===== config.mk =====
export PLATFORM = sky130hd
export DESIGN_NAME = radio_owner_lease_arbiter
export DESIGN_NICKNAME = d
export VERILOG_FILES = /design/src/rtl/core/rola_pkg.sv /design/src/rtl/core/rola_event.sv /design/src/rtl/core/radio_owner_lease_arbiter.sv
export SDC_FILE = /design/constraint.sdc
export NUM_CORES = 1
export LEC_CHECK = 0
export ABC_AREA = 0
export BUFFER_PORTS_ARGS = -buffer_cell sky130_fd_sc_hd__clkbuf_2
export CAP_MARGIN = 10
export CORE_ASPECT_RATIO = 1.75
export CORE_MARGIN = 3
export CORE_UTILIZATION = 40
export DETAILED_ROUTE_END_ITERATION = 8
export PLACE_DENSITY = 0.54
export SLEW_MARGIN = 20
export SYNTH_ARGS = -nofsm -noshare
export SYNTH_HDL_FRONTEND = slang
export SYNTH_HIERARCHICAL = 1
export SYNTH_SLANG_ARGS = --single-unit

===== constraint.sdc =====
create_clock -name clk -period 35.6 [get_ports clk]
set_input_delay 0 -clock clk [delete_from_list [all_inputs] [get_ports clk]]
set_output_delay 0 -clock clk [all_outputs]
set_load 0.02 [all_outputs]

===== src/rtl/core/rola_pkg.sv =====
`timescale 1ns / 1ps

package rola_pkg;

  // Event operation codes
  localparam logic [3:0] OP_INIT          = 4'd0;
  localparam logic [3:0] OP_HOLD_FREEZE   = 4'd1;
  localparam logic [3:0] OP_CLEAR_FREEZE  = 4'd2;
  localparam logic [3:0] OP_BUMP_WATCH    = 4'd3;
  localparam logic [3:0] OP_BUMP_WATCH_DF = 4'd4;
  localparam logic [3:0] OP_WATCH_OFF     = 4'd5;
  localparam logic [3:0] OP_SET_SESSION   = 4'd6;
  localparam logic [3:0] OP_SET_TLS       = 4'd7;
  localparam logic [3:0] OP_TRY_BEGIN     = 4'd8;
  localparam logic [3:0] OP_END_NET       = 4'd9;
  localparam logic [3:0] OP_BEGIN_HEAVY   = 4'd10;
  localparam logic [3:0] OP_BEGIN_HEAVY_DF = 4'd11;
  localparam logic [3:0] OP_END_HEAVY     = 4'd12;
  localparam logic [3:0] OP_TICK          = 4'd13;
  localparam logic [3:0] OP_STATUS        = 4'd14;

  // Owner codes
  localparam logic [1:0] OWN_NONE = 2'd0;
  localparam logic [1:0] OWN_NET  = 2'd1;
  localparam logic [1:0] OWN_UI   = 2'd2;

  // Hold limits in ms
  localparam logic [31:0] FREEZE_MAX_MS  = 32'd15000;
  localparam logic [31:0] WATCH_MIN_MS   = 32'd1000;
  localparam logic [31:0] HEAVY_MIN_MS   = 32'd200;
  localparam logic [31:0] WATCH_GRACE_MS = 32'd15 * 32'd1000;

  // Register reset values
  localparam logic [31:0] WATCH_DEFAULT_RST = 32'd60000;
  localparam logic [31:0] HEAVY_DEFAULT_RST = 32'd2500;

  // Register indexes
  localparam logic REG_WATCH_DEFAULT = 1'b0;
  localparam logic REG_HEAVY_DEFAULT = 1'b1;

  typedef struct packed {
    logic [1:0]  owner;
    logic        session;
    logic        tls;
    logic        watch_off;
    logic [31:0] watch_dl;
    logic [31:0] heavy_dl;
    logic [31:0] freeze_dl;
    logic        light;
    logic        frozen;
  } state_t;

  typedef struct packed {
    logic [1:0] owner;
    logic       granted;
    logic       net_wanted;
    logic       net_allowed;
    logic       link_busy;
    logic       session_on;
    logic       tls_on;
    logic       display_light;
    logic       display_frozen;
  } result_t;

  // a lies strictly later than b, modulo 2^32
  function automatic logic is_later(input logic [31:0] a, input logic [31:0] b);
    logic [31:0] d;
    d = a - b;
    return (d != 32'd0) && !d[31];
  endfunction

endpackage


===== src/rtl/core/rola_event.sv =====
`timescale 1ns / 1ps

module rola_event import rola_pkg::*; (
  input  state_t      st,
  input  logic [3:0]  operation,
  input  logic [31:0] now_ms,
  input  logic [31:0] hold_ms,
  input  logic        flag,
  input  logic [31:0] watch_default_ms,
  input  logic [31:0] ui_heavy_default_ms,
  output state_t      st_next,
  output result_t     res
);

  logic [31:0] freeze_hold;
  logic [31:0] watch_raw;
  logic [31:0] watch_hold;
  logic [31:0] heavy_raw;
  logic [31:0] heavy_hold;
  logic [31:0] freeze_until;
  logic [31:0] watch_until;
  logic [31:0] heavy_until;
  logic        heavy_before;
  logic        heavy_after;
  logic        granted;
  logic        recompute;

  always_comb begin
    freeze_hold  = (hold_ms > FREEZE_MAX_MS) ? FREEZE_MAX_MS : hold_ms;
    watch_raw    = (operation == OP_BUMP_WATCH_DF) ? watch_default_ms : hold_ms;
    watch_hold   = (watch_raw < WATCH_MIN_MS) ? WATCH_MIN_MS : watch_raw;
    heavy_raw    = (operation == OP_BEGIN_HEAVY_DF) ? ui_heavy_default_ms : hold_ms;
    heavy_hold   = (heavy_raw < HEAVY_MIN_MS) ? HEAVY_MIN_MS : heavy_raw;
    freeze_until = now_ms + freeze_hold;
    watch_until  = now_ms + watch_hold;
    heavy_until  = now_ms + heavy_hold;
    heavy_before = is_later(st.heavy_dl, now_ms);
  end

  always_comb begin
    st_next   = st;
    granted   = 1'b0;
    recompute = 1'b0;
    case (operation)
      OP_INIT: begin
        st_next = '0;
      end
      OP_HOLD_FREEZE: begin
        if (is_later(freeze_until, st.freeze_dl)) st_next.freeze_dl = freeze_until;
        recompute = 1'b1;
      end
      OP_CLEAR_FREEZE: begin
        st_next.freeze_dl = 32'd0;
        recompute = 1'b1;
      end
      OP_BUMP_WATCH, OP_BUMP_WATCH_DF: begin
        st_next.watch_off = 1'b0;
        if (is_later(watch_until, st.watch_dl)) st_next.watch_dl = watch_until;
      end
      OP_WATCH_OFF: begin
        st_next.watch_off = 1'b1;
        st_next.watch_dl  = now_ms + WATCH_GRACE_MS;
      end
      OP_SET_SESSION: begin
        st_next.session = flag;
        if (flag) begin
          st_next.owner = OWN_NET;
        end else if (st.owner == OWN_NET && !st.tls) begin
          st_next.owner = OWN_NONE;
        end
        recompute = 1'b1;
      end
      OP_SET_TLS: begin
        st_next.tls = flag;
        if (flag) st_next.owner = OWN_NET;
        recompute = 1'b1;
      end
      OP_TRY_BEGIN: begin
        if (!(heavy_before && !st.session && !st.tls)) begin
          st_next.owner = OWN_NET;
          granted   = 1'b1;
          recompute = 1'b1;
        end
      end
      OP_END_NET: begin
        if (!st.session && !st.tls) st_next.owner = OWN_NONE;
        recompute = 1'b1;
      end
      OP_BEGIN_HEAVY, OP_BEGIN_HEAVY_DF: begin
        if (is_later(heavy_until, st.heavy_dl)) st_next.heavy_dl = heavy_until;
        recompute = 1'b1;
      end
      OP_END_HEAVY: begin
        st_next.heavy_dl = 32'd0;
        recompute = 1'b1;
      end
      OP_TICK: begin
        if (!heavy_before && st.owner == OWN_UI) st_next.owner = OWN_NONE;
        recompute = 1'b1;
      end
      default: begin
        // status and unused code: no change
      end
    endcase

    heavy_after = is_later(st_next.heavy_dl, now_ms);
    if (recompute) begin
      st_next.light  = st_next.tls || heavy_after;
      st_next.frozen = st_next.tls || is_later(st_next.freeze_dl, now_ms);
    end

    res.owner          = st_next.owner;
    res.granted        = granted;
    res.net_wanted     = !st_next.watch_off && is_later(st_next.watch_dl, now_ms);
    res.net_allowed    = !heavy_after;
    res.link_busy      = st_next.tls || st_next.session || heavy_after ||
                         (st_next.owner != OWN_NONE);
    res.session_on     = st_next.session;
    res.tls_on         = st_next.tls;
    res.display_light  = st_next.light;
    res.display_frozen = st_next.frozen;
  end

endmodule


===== src/rtl/core/radio_owner_lease_arbiter.sv =====
`timescale 1ns / 1ps

// Radio owner lease arbiter. Each event transfer (operation, now_ms, hold_ms,
// flag) updates who owns the shared radio link (none, network, UI), the
// session and TLS flags, and three wrap-safe deadlines (watch, UI-heavy,
// freeze), and returns exactly one status transfer taken after the event.
// Rate: one event per cycle sustained while the status side does not stall. An
// accepted event is held in the input register, is evaluated by a single
// combinational pass (a few 32-bit adds and wrap-safe compares against the held
// state) and lands in the result register, which drives the status outputs.
// The held state is written at the same edge as the result, so the next
// event in the input register already sees it. The input side stalls only
// while the input register is full and the result register is full and
// stalled. Registers: watch_default_ms at 0x0, ui_heavy_default_ms at 0x4;
// write them only while no event is in flight.
module radio_owner_lease_arbiter import rola_pkg::*; (
  input  logic        clk,
  input  logic        rst,
  // APB register port
  input  logic        psel,
  input  logic        penable,
  input  logic        pwrite,
  input  logic [2:0]  paddr,
  input  logic [31:0] pwdata,
  output logic [31:0] prdata,
  output logic        pready,
  // event channel
  input  logic        in_valid,
  output logic        in_stall,
  input  logic [3:0]  operation,
  input  logic [31:0] now_ms,
  input  logic [31:0] hold_ms,
  input  logic        flag,
  // status channel
  output logic        out_valid,
  input  logic        out_stall,
  output logic [1:0]  owner,
  output logic        granted,
  output logic        net_wanted,
  output logic        net_allowed,
  output logic        link_busy,
  output logic        session_on,
  output logic        tls_on,
  output logic        display_light,
  output logic        display_frozen
);

  // configuration registers
  logic [31:0] watch_default_ms;
  logic [31:0] ui_heavy_default_ms;
  logic        cfg_write;

  // input register
  logic        s1_valid;
  logic [3:0]  s1_operation;
  logic [31:0] s1_now_ms;
  logic [31:0] s1_hold_ms;
  logic        s1_flag;

  // arbiter state and result register
  state_t      state;
  state_t      state_next;
  result_t     res_next;
  result_t     res;

  logic        in_take;
  logic        advance;

  assign pready    = 1'b1;
  assign cfg_write = psel && penable && pwrite && pready;
  assign prdata    = (paddr[2] == REG_HEAVY_DEFAULT) ? ui_heavy_default_ms : watch_default_ms;

  always_ff @(posedge clk) begin
    if (rst) begin
      watch_default_ms    <= WATCH_DEFAULT_RST;
      ui_heavy_default_ms <= HEAVY_DEFAULT_RST;
    end else if (cfg_write) begin
      if (paddr[2] == REG_WATCH_DEFAULT) watch_default_ms <= pwdata;
      else                               ui_heavy_default_ms <= pwdata;
    end
  end

  // Evaluate the held event when the result register is free or draining.
  assign advance  = s1_valid && (!out_valid || !out_stall);
  assign in_stall = s1_valid && !advance;
  assign in_take  = in_valid && !in_stall;

  always_ff @(posedge clk) begin
    if (rst) begin
      s1_valid <= 1'b0;
    end else if (in_take) begin
      s1_valid <= 1'b1;
    end else if (advance) begin
      s1_valid <= 1'b0;
    end
  end

  always_ff @(posedge clk) begin
    if (in_take) begin
      s1_operation <= operation;
      s1_now_ms    <= now_ms;
      s1_hold_ms   <= hold_ms;
      s1_flag      <= flag;
    end
  end

  rola_event u_event (
    .st                  (state),
    .operation           (s1_operation),
    .now_ms              (s1_now_ms),
    .hold_ms             (s1_hold_ms),
    .flag                (s1_flag),
    .watch_default_ms    (watch_default_ms),
    .ui_heavy_default_ms (ui_heavy_default_ms),
    .st_next             (state_next),
    .res                 (res_next)
  );

  // State commits together with the result transfer it produced.
  always_ff @(posedge clk) begin
    if (rst) begin
      state <= '0;
    end else if (advance) begin
      state <= state_next;
    end
  end

  always_ff @(posedge clk) begin
    if (rst) begin
      out_valid <= 1'b0;
    end else if (advance) begin
      out_valid <= 1'b1;
    end else if (!out_stall) begin
      out_valid <= 1'b0;
    end
  end

  always_ff @(posedge clk) begin
    if (advance) res <= res_next;
  end

  assign owner          = res.owner;
  assign granted        = res.granted;
  assign net_wanted     = res.net_wanted;
  assign net_allowed    = res.net_allowed;
  assign link_busy      = res.link_busy;
  assign session_on     = res.session_on;
  assign tls_on         = res.tls_on;
  assign display_light  = res.display_light;
  assign display_frozen = res.display_frozen;

  // A grant always leaves the network as owner.
  a_grant_owner: assert property (@(posedge clk) disable iff (rst)
    (out_valid && granted) |-> (owner == OWN_NET))
    else $error("grant without network owner");

  // An active UI-heavy deadline always shows as a busy link.
  a_heavy_busy: assert property (@(posedge clk) disable iff (rst)
    (out_valid && !net_allowed) |-> link_busy)
    else $error("heavy active but link not busy");

  // TLS busy forces both display modes on.
  a_tls_display: assert property (@(posedge clk) disable iff (rst)
    (out_valid && tls_on) |-> (display_light && display_frozen))
    else $error("tls on without display modes");

  // Input stalls only when both registers are occupied.
  a_stall_cause: assert property (@(posedge clk) disable iff (rst)
    in_stall |-> (s1_valid && out_valid && out_stall))
    else $error("input stalled without back pressure");

endmodule


Yosys cells after proc, flatten, opt, wreduce, memory -nomap -nowiden
Cells that the tools add are included.
{"block": "classes", "add_sub_neg": 11, "n_lt_le_gt_ge": 3, "n_eq_ne": 16, "n_mux": 29, "bitwise_logic": 1, "n_reduce_logical": 57}
{"operator": "2-to-1 mux 32 bit", "n": 9}
{"operator": "nonzero test 32 bit", "n": 7}
{"operator": "subtractor 32 bit", "n": 7}
{"operator": "case mux 32 bit (2 select lines)", "n": 2}
{"operator": "case mux 33 bit (3 select lines)", "n": 1}
{"operator": "adder 32 bit", "n": 3}
{"operator": "adder 32 x 14 -> 32 bit, second input constant", "n": 1}
{"operator": "greater-than comparator 32 x 14 -> 1 bit, second input constant", "n": 1}
{"operator": "< comparator 32 x 10 -> 1 bit, second input constant", "n": 1}
{"operator": "< comparator 32 x 8 -> 1 bit, second input constant", "n": 1}
{"operator": "== test 4 bit, second input constant", "n": 6}
{"operator": "logical AND 1 bit", "n": 18}
{"operator": "== test 4 x 3 -> 1 bit, second input constant", "n": 4}
{"operator": "logical NOT 1 bit", "n": 16}
{"operator": "2-to-1 mux 2 bit", "n": 8}
{"operator": "case mux 2 bit (6 select lines)", "n": 1}
{"operator": "OR reduction 9 bit", "n": 1}
{"operator": "== test 4 x 2 -> 1 bit, second input constant", "n": 2}
{"operator": "OR reduction 2 bit", "n": 4}
{"operator": "logical OR 1 bit", "n": 6}
{"operator": "case mux 1 bit (2 select lines)", "n": 3}
{"operator": "2-to-1 mux 1 bit", "n": 5}
{"operator": "== test 4 x 1 -> 1 bit, second input constant", "n": 1}
{"operator": "logical NOT 4 bit", "n": 1}
{"operator": "6 further kinds", "n": 8}
{"block": "totals", "register_bits": 248, "inputBits": 111, "output_inout_bits": 45}

Longest topological paths before layout
{"block": "logic_depth", "depth_word": 15, "ltp_mapped": 59, "depth_no_buf": 53}

Modules after synthesis
Netlist, hierarchy kept.
{"module": "rola_event", "n_inst": 1, "cells_each": 3316, "area_each_um2": 21486.9}
{"module": "radio_owner_lease_arbiter", "n_inst": 1, "cells_each": 829, "area_each_um2": 10119.7}

Worst setup path after synthesis
OpenSTA, ideal clock, no wires.
{"block": "synth_path", "path_kind": "reg2reg", "from": "register s1_operation[1]", "to": "register res (netlist bit net_wanted), data pin", "t_arrival_ps": 10923, "setup_slack_ps": 24413, "path_stages_with_launch": 56, "path_buffers": 5, "synth_period_minus_slack_ps": 11187, "cell_sequence": "edfxtp_1 -> clkbuf_1 -> or2_2 -> nor2_1 -> clkbuf_1 -> clkbuf_1 -> mux2i_1 -> nand4_1 -> or4_1 -> clkbuf_1 -> a21boi_0 -> ha_1 -> inv_1 -> fa_1 -> nor2b_1 -> o21ai_0 -> a21boi_0 -> o31ai_1 -> [... 20 more ...] -> clkbuf_1 -> a221oi_1 -> ha_1 -> inv_1 -> fa_1 -> a211oi_1 -> o21ai_0 -> a31o_2 -> a211o_1 -> a21oi_1 -> o21ai_0 -> a31oi_1 -> o21ai_0 -> nand3_1 -> a211o_1 -> a31oi_1 -> nor4_1 -> nor3_2"}
{"element": "start: declaration", "line_no": "radio_owner_lease_arbiter.sv:55", "text": "logic [3:0] s1_operation;"}
{"element": "start signal: assignment", "line_no": "radio_owner_lease_arbiter.sv:100", "text": "s1_operation <= operation;"}
{"element": "end signal: assignment", "line_no": "radio_owner_lease_arbiter.sv:139", "text": "if (advance) res <= res_next;"}
{"element": "end: declaration", "line_no": "radio_owner_lease_arbiter.sv:64", "text": "result_t res;"}

==> results.toml <==
[min_path]
hold_end = "s1_hold_ms[3]"
worstHoldStart = "hold_ms[3]"
hold_path_depth = 2
hp-class = "in2reg"

[logic_synthesis]
yosysSeqAreaShare_pct = 18.2
syn_area_um2 = 31600
yosysWarningCount = 6
netlist_top_cells_area = "ha_1, dfxtp_1, edfxtp_1"
synth_ff_type = "dfxtp_1"
synth_top_area_cell = "ha_1"
synth_edf_count = 79
synth_cell_type_count = 96
ys_seq_elements = 248
synth_cells = 4145
synth.avg_cell_area_um2 = 7.63
synth_top_area_share_pct = 12.3
ys_async_sr_fraction_pct = 0

[placed_design]
dpl_cell_area_um2 = 33100
dp_cells = 5182
routabilityCongestion = 0.978
pre_cts_ws_ps = 20230
dpl.hpwl_um = 103000
port_buffers = 152

[timing]
hold_violations = 0
grt_setup_unrepaired = "false"
setup_violations = 0
fin_worst_skew_ps = 17.9
worst_slew_pin_slew_ps = 1090
layout_setup_ws_ps = 19920
maxSlewViolCount = 0
setup_tns_ps = 0
fin_crit_sh_pct = 44.1
period_needed_ps = 15680
relSlewSlack_pct = 27.6
fmax_mhz = 63.8

[die]
core_um2 = 77900
io_pins = 156
die_h_um = 378
row_count = 135
initial_utilization_pct = 40.6
dieWidth_um = 218
dieArea_um2 = 82600

[clocking]
ctsResizeCount = 0
cts.htree.levels = 1
clkSinkCount = 248
cts_setup_buffers = 0
cts_max_path_buffers = 3
path_clk_slew_ps = 60
cts-root-buf = "clkbuf_16"
cts_tree = "done"
clk_latency_ps = 620
cts_buffers = 29

[power_and_ir_drop]
powerDensity_nw_per_um2 = 37.6
power_switching_mw = 0.583
seq_power_share_pct = 24.1
internal_power_mw = 0.741
swShare_pct = 44.1
p_leak_nw = 14.5
p_comb_share_pct = 51.8
power_frac_clock_pct = 24.0
irDropWorstVdd_mv = 0.0397

[critical_path]
reg2reg_from = "s1_operation[2]"
cp.required_ps = 35910
slowest_stage = "nor4_1"
r2r_end = "net_wanted"
max_stage_delay_ps = 880
rr_worst_depth = 51
start_kind = "flop"
reg2reg_setup_slack_ps = 19920
crit_type = "reg2reg"
crit_path_start = "s1_operation[2]"
crit_fanout = 32
cp-end-kind = "flop"
worst_ep_arrival_time_ps = 16000

[routing]
drcViolationCount = 0
drt_pass1_iterations = 6
drt_iter0_markers = 2231
viasPerCell = 6.01
antenna_left = 0
finalWirelength_um = 130000
vias = 32100
routedWlPerCell_um = 24.2

[grt]
globalRoute.totalOverflow = 0
grt_max_degree = 117
antenna_found_initial = 2
grt_usage_pct = 30.3
use_met3_pct = 3.25
grt_most_used_layer = "met2"
grt_use_met2_pct = 55.8
grt_pass1_wl_um = 190000
grtUsageMet1_pct = 30.3
first_global_vias = 31500

[finish]
diodes = 0
stdcell_count = 5348
syn2layout_area_growth_pct = 11.4
final_nets = 4730
drive_above_1_share_pct = 8.17
design_area_um2 = 35200

[outcome]
status = "complete, no violations"

[job]
max_cap_violations = 0
## cells in the final DEF, fill, tap and decap left out, types with 29 or more instances in the layout
| cell type | n |
|---|---|
| xor2_1 | 48 |
| a22o_1 | 32 |
| ha_1 | 311 |
| edfxtp_1 | 79 |
| nand2_1 | 414 |
| dlygate4sd3_1 | 111 |
| clkbuf_2 | 151 |
| a211oi_1 | 37 |
| a21o_1 | 98 |
| o211ai_1 | 32 |
| o21ai_0 | 192 |
| a31o_2 | 40 |
| a31oi_1 | 42 |
| o21a_1 | 43 |
| nor2b_1 | 57 |
| o21bai_1 | 31 |
| clkbuf_16 | 30 |
| nor4_1 | 41 |
| a21oi_1 | 299 |
| and3_1 | 38 |
| dfxtp_1 | 169 |
| nor2_1 | 271 |
| nor3_1 | 79 |
| mux2_2 | 41 |
| or3_1 | 29 |
| mux2i_1 | 206 |
| a221o_1 | 35 |
| nand2b_1 | 363 |
| nand4_1 | 56 |
| nand3_1 | 94 |
| inv_1 | 247 |
| xnor2_1 | 133 |
## area by class of cell
class / count / area [µm²]
clock buffers: 35 / 790
clock inverters: 19 / 203
fillers: 8019 / 42700
inverters: 247 / 927
multi-input cells: 3481 / 24200
flip-flops and latches: 248 / 5760
well taps: 1027 / 1280
repair buffers: 291 / 2090
## how the worst max path moves through the flow
stage	endpoint	slack (ps)	cells after the start
after global routing	net_wanted	19170	51
after global placement	net_wanted	20350	51
after floorplan	net_wanted	24410	55
after CTS	net_wanted	20160	51
final	net_wanted	19920	51
after detailed placement	net_wanted	20230	51
## cells by family (layout without fill, tap and decap cells)
kind of cell             Yosys count  after routing  share of synthesized area (%)
AO/OA/AOI/OAI                   1122           1122                           24.0
adder cells (fa/ha/maj)          321            321                           12.9
flip-flops                       248            248                           18.2
buffers and inverters            432            592                           5.68
multiplexers                     248            248                           8.06
other                              2             18                         0.0238
XOR/XNOR                         183            183                           5.11
AND/OR/NAND/NOR                 1589           1589                           26.0
## metrics by stage
step	hold slack, ps	power (mW)	utilization, %
after floorplan	98.9	0.794	-
after global placement	177	0.988	42.5
after detailed placement	179	0.988	42.5
after CTS	44.1	1.32	45.2
after global routing	84.2	1.40	45.2
final	90.2	1.32	45.2
## power groups by stage
stage / Clock [mW] / Sequential (mW) / Combinational [mW]
detailed placement: 0 / 0.325 / 0.663
floorplan: 0 / 0.316 / 0.478
global placement: 0 / 0.325 / 0.663
finish: 0.318 / 0.319 / 0.686
CTS: 0.326 / 0.319 / 0.675
global route: 0.333 / 0.320 / 0.742
## state kept, by name, indices dropped and copies added, names as in the netlist
name and count:
state 103, s1_hold_ms 32, s1_now_ms 32, ui_heavy_default_ms 32, watch_default_ms 32, s1_operation 4
owner 2, display_frozen 1, display_light 1, granted 1, link_busy 1, net_allowed 1
net_wanted 1, out_valid 1, s1_flag 1, s1_valid 1, session_on 1, tls_on 1
## timing repair
item	in CTS	in global routing
hold buffers	111	0
hold endpoints to repair	152	0
endpoints found under the setup margin	0	0
## metal layers
layer,part of all wire (%),up-vias
met5,0,-
met3,4.2,392
met1,35,15300
met2,51,1005
met4,9.9,0
li1,-,15400
## worst max-delay path, delay by kind of cell, from the launching register on
kind | cells | cell delay (ps)
AO/OA/AOI/OAI | 21 | 5580
XOR/XNOR | 1 | 390
adder cells (fa/ha/maj) | 4 | 1490
buffers and inverters | 3 | 620
flip-flops | 1 | 740
AND/OR/NAND/NOR | 22 | 6520
## cells in the mapped netlist (17+ instances only)
master / n
nand2_1: 414
nand2b_1: 363
ha_1: 311
a21oi_1: 299
nor2_1: 275
inv_1: 247
mux2i_1: 206
o21ai_0: 192
dfxtp_1: 169
clkbuf_1: 136
xnor2_1: 134
a21o_1: 98
nand3_1: 94
nor3_1: 80
edfxtp_1: 79
nor2b_1: 57
nand4_1: 56
xor2_1: 48
o21a_1: 43
a31oi_1: 42
mux2_2: 41
nor4_1: 41
a31o_2: 40
and3_1: 38
a211oi_1: 37
a221o_1: 35
a22o_1: 32
o211ai_1: 32
o21bai_1: 31
or3_1: 29
and2_1: 27
o31ai_1: 26
nor3b_1: 22
a2111oi_0: 20
buf_2: 20
o22ai_1: 17
or2_2: 17
(Power assumes the default switching activity.)
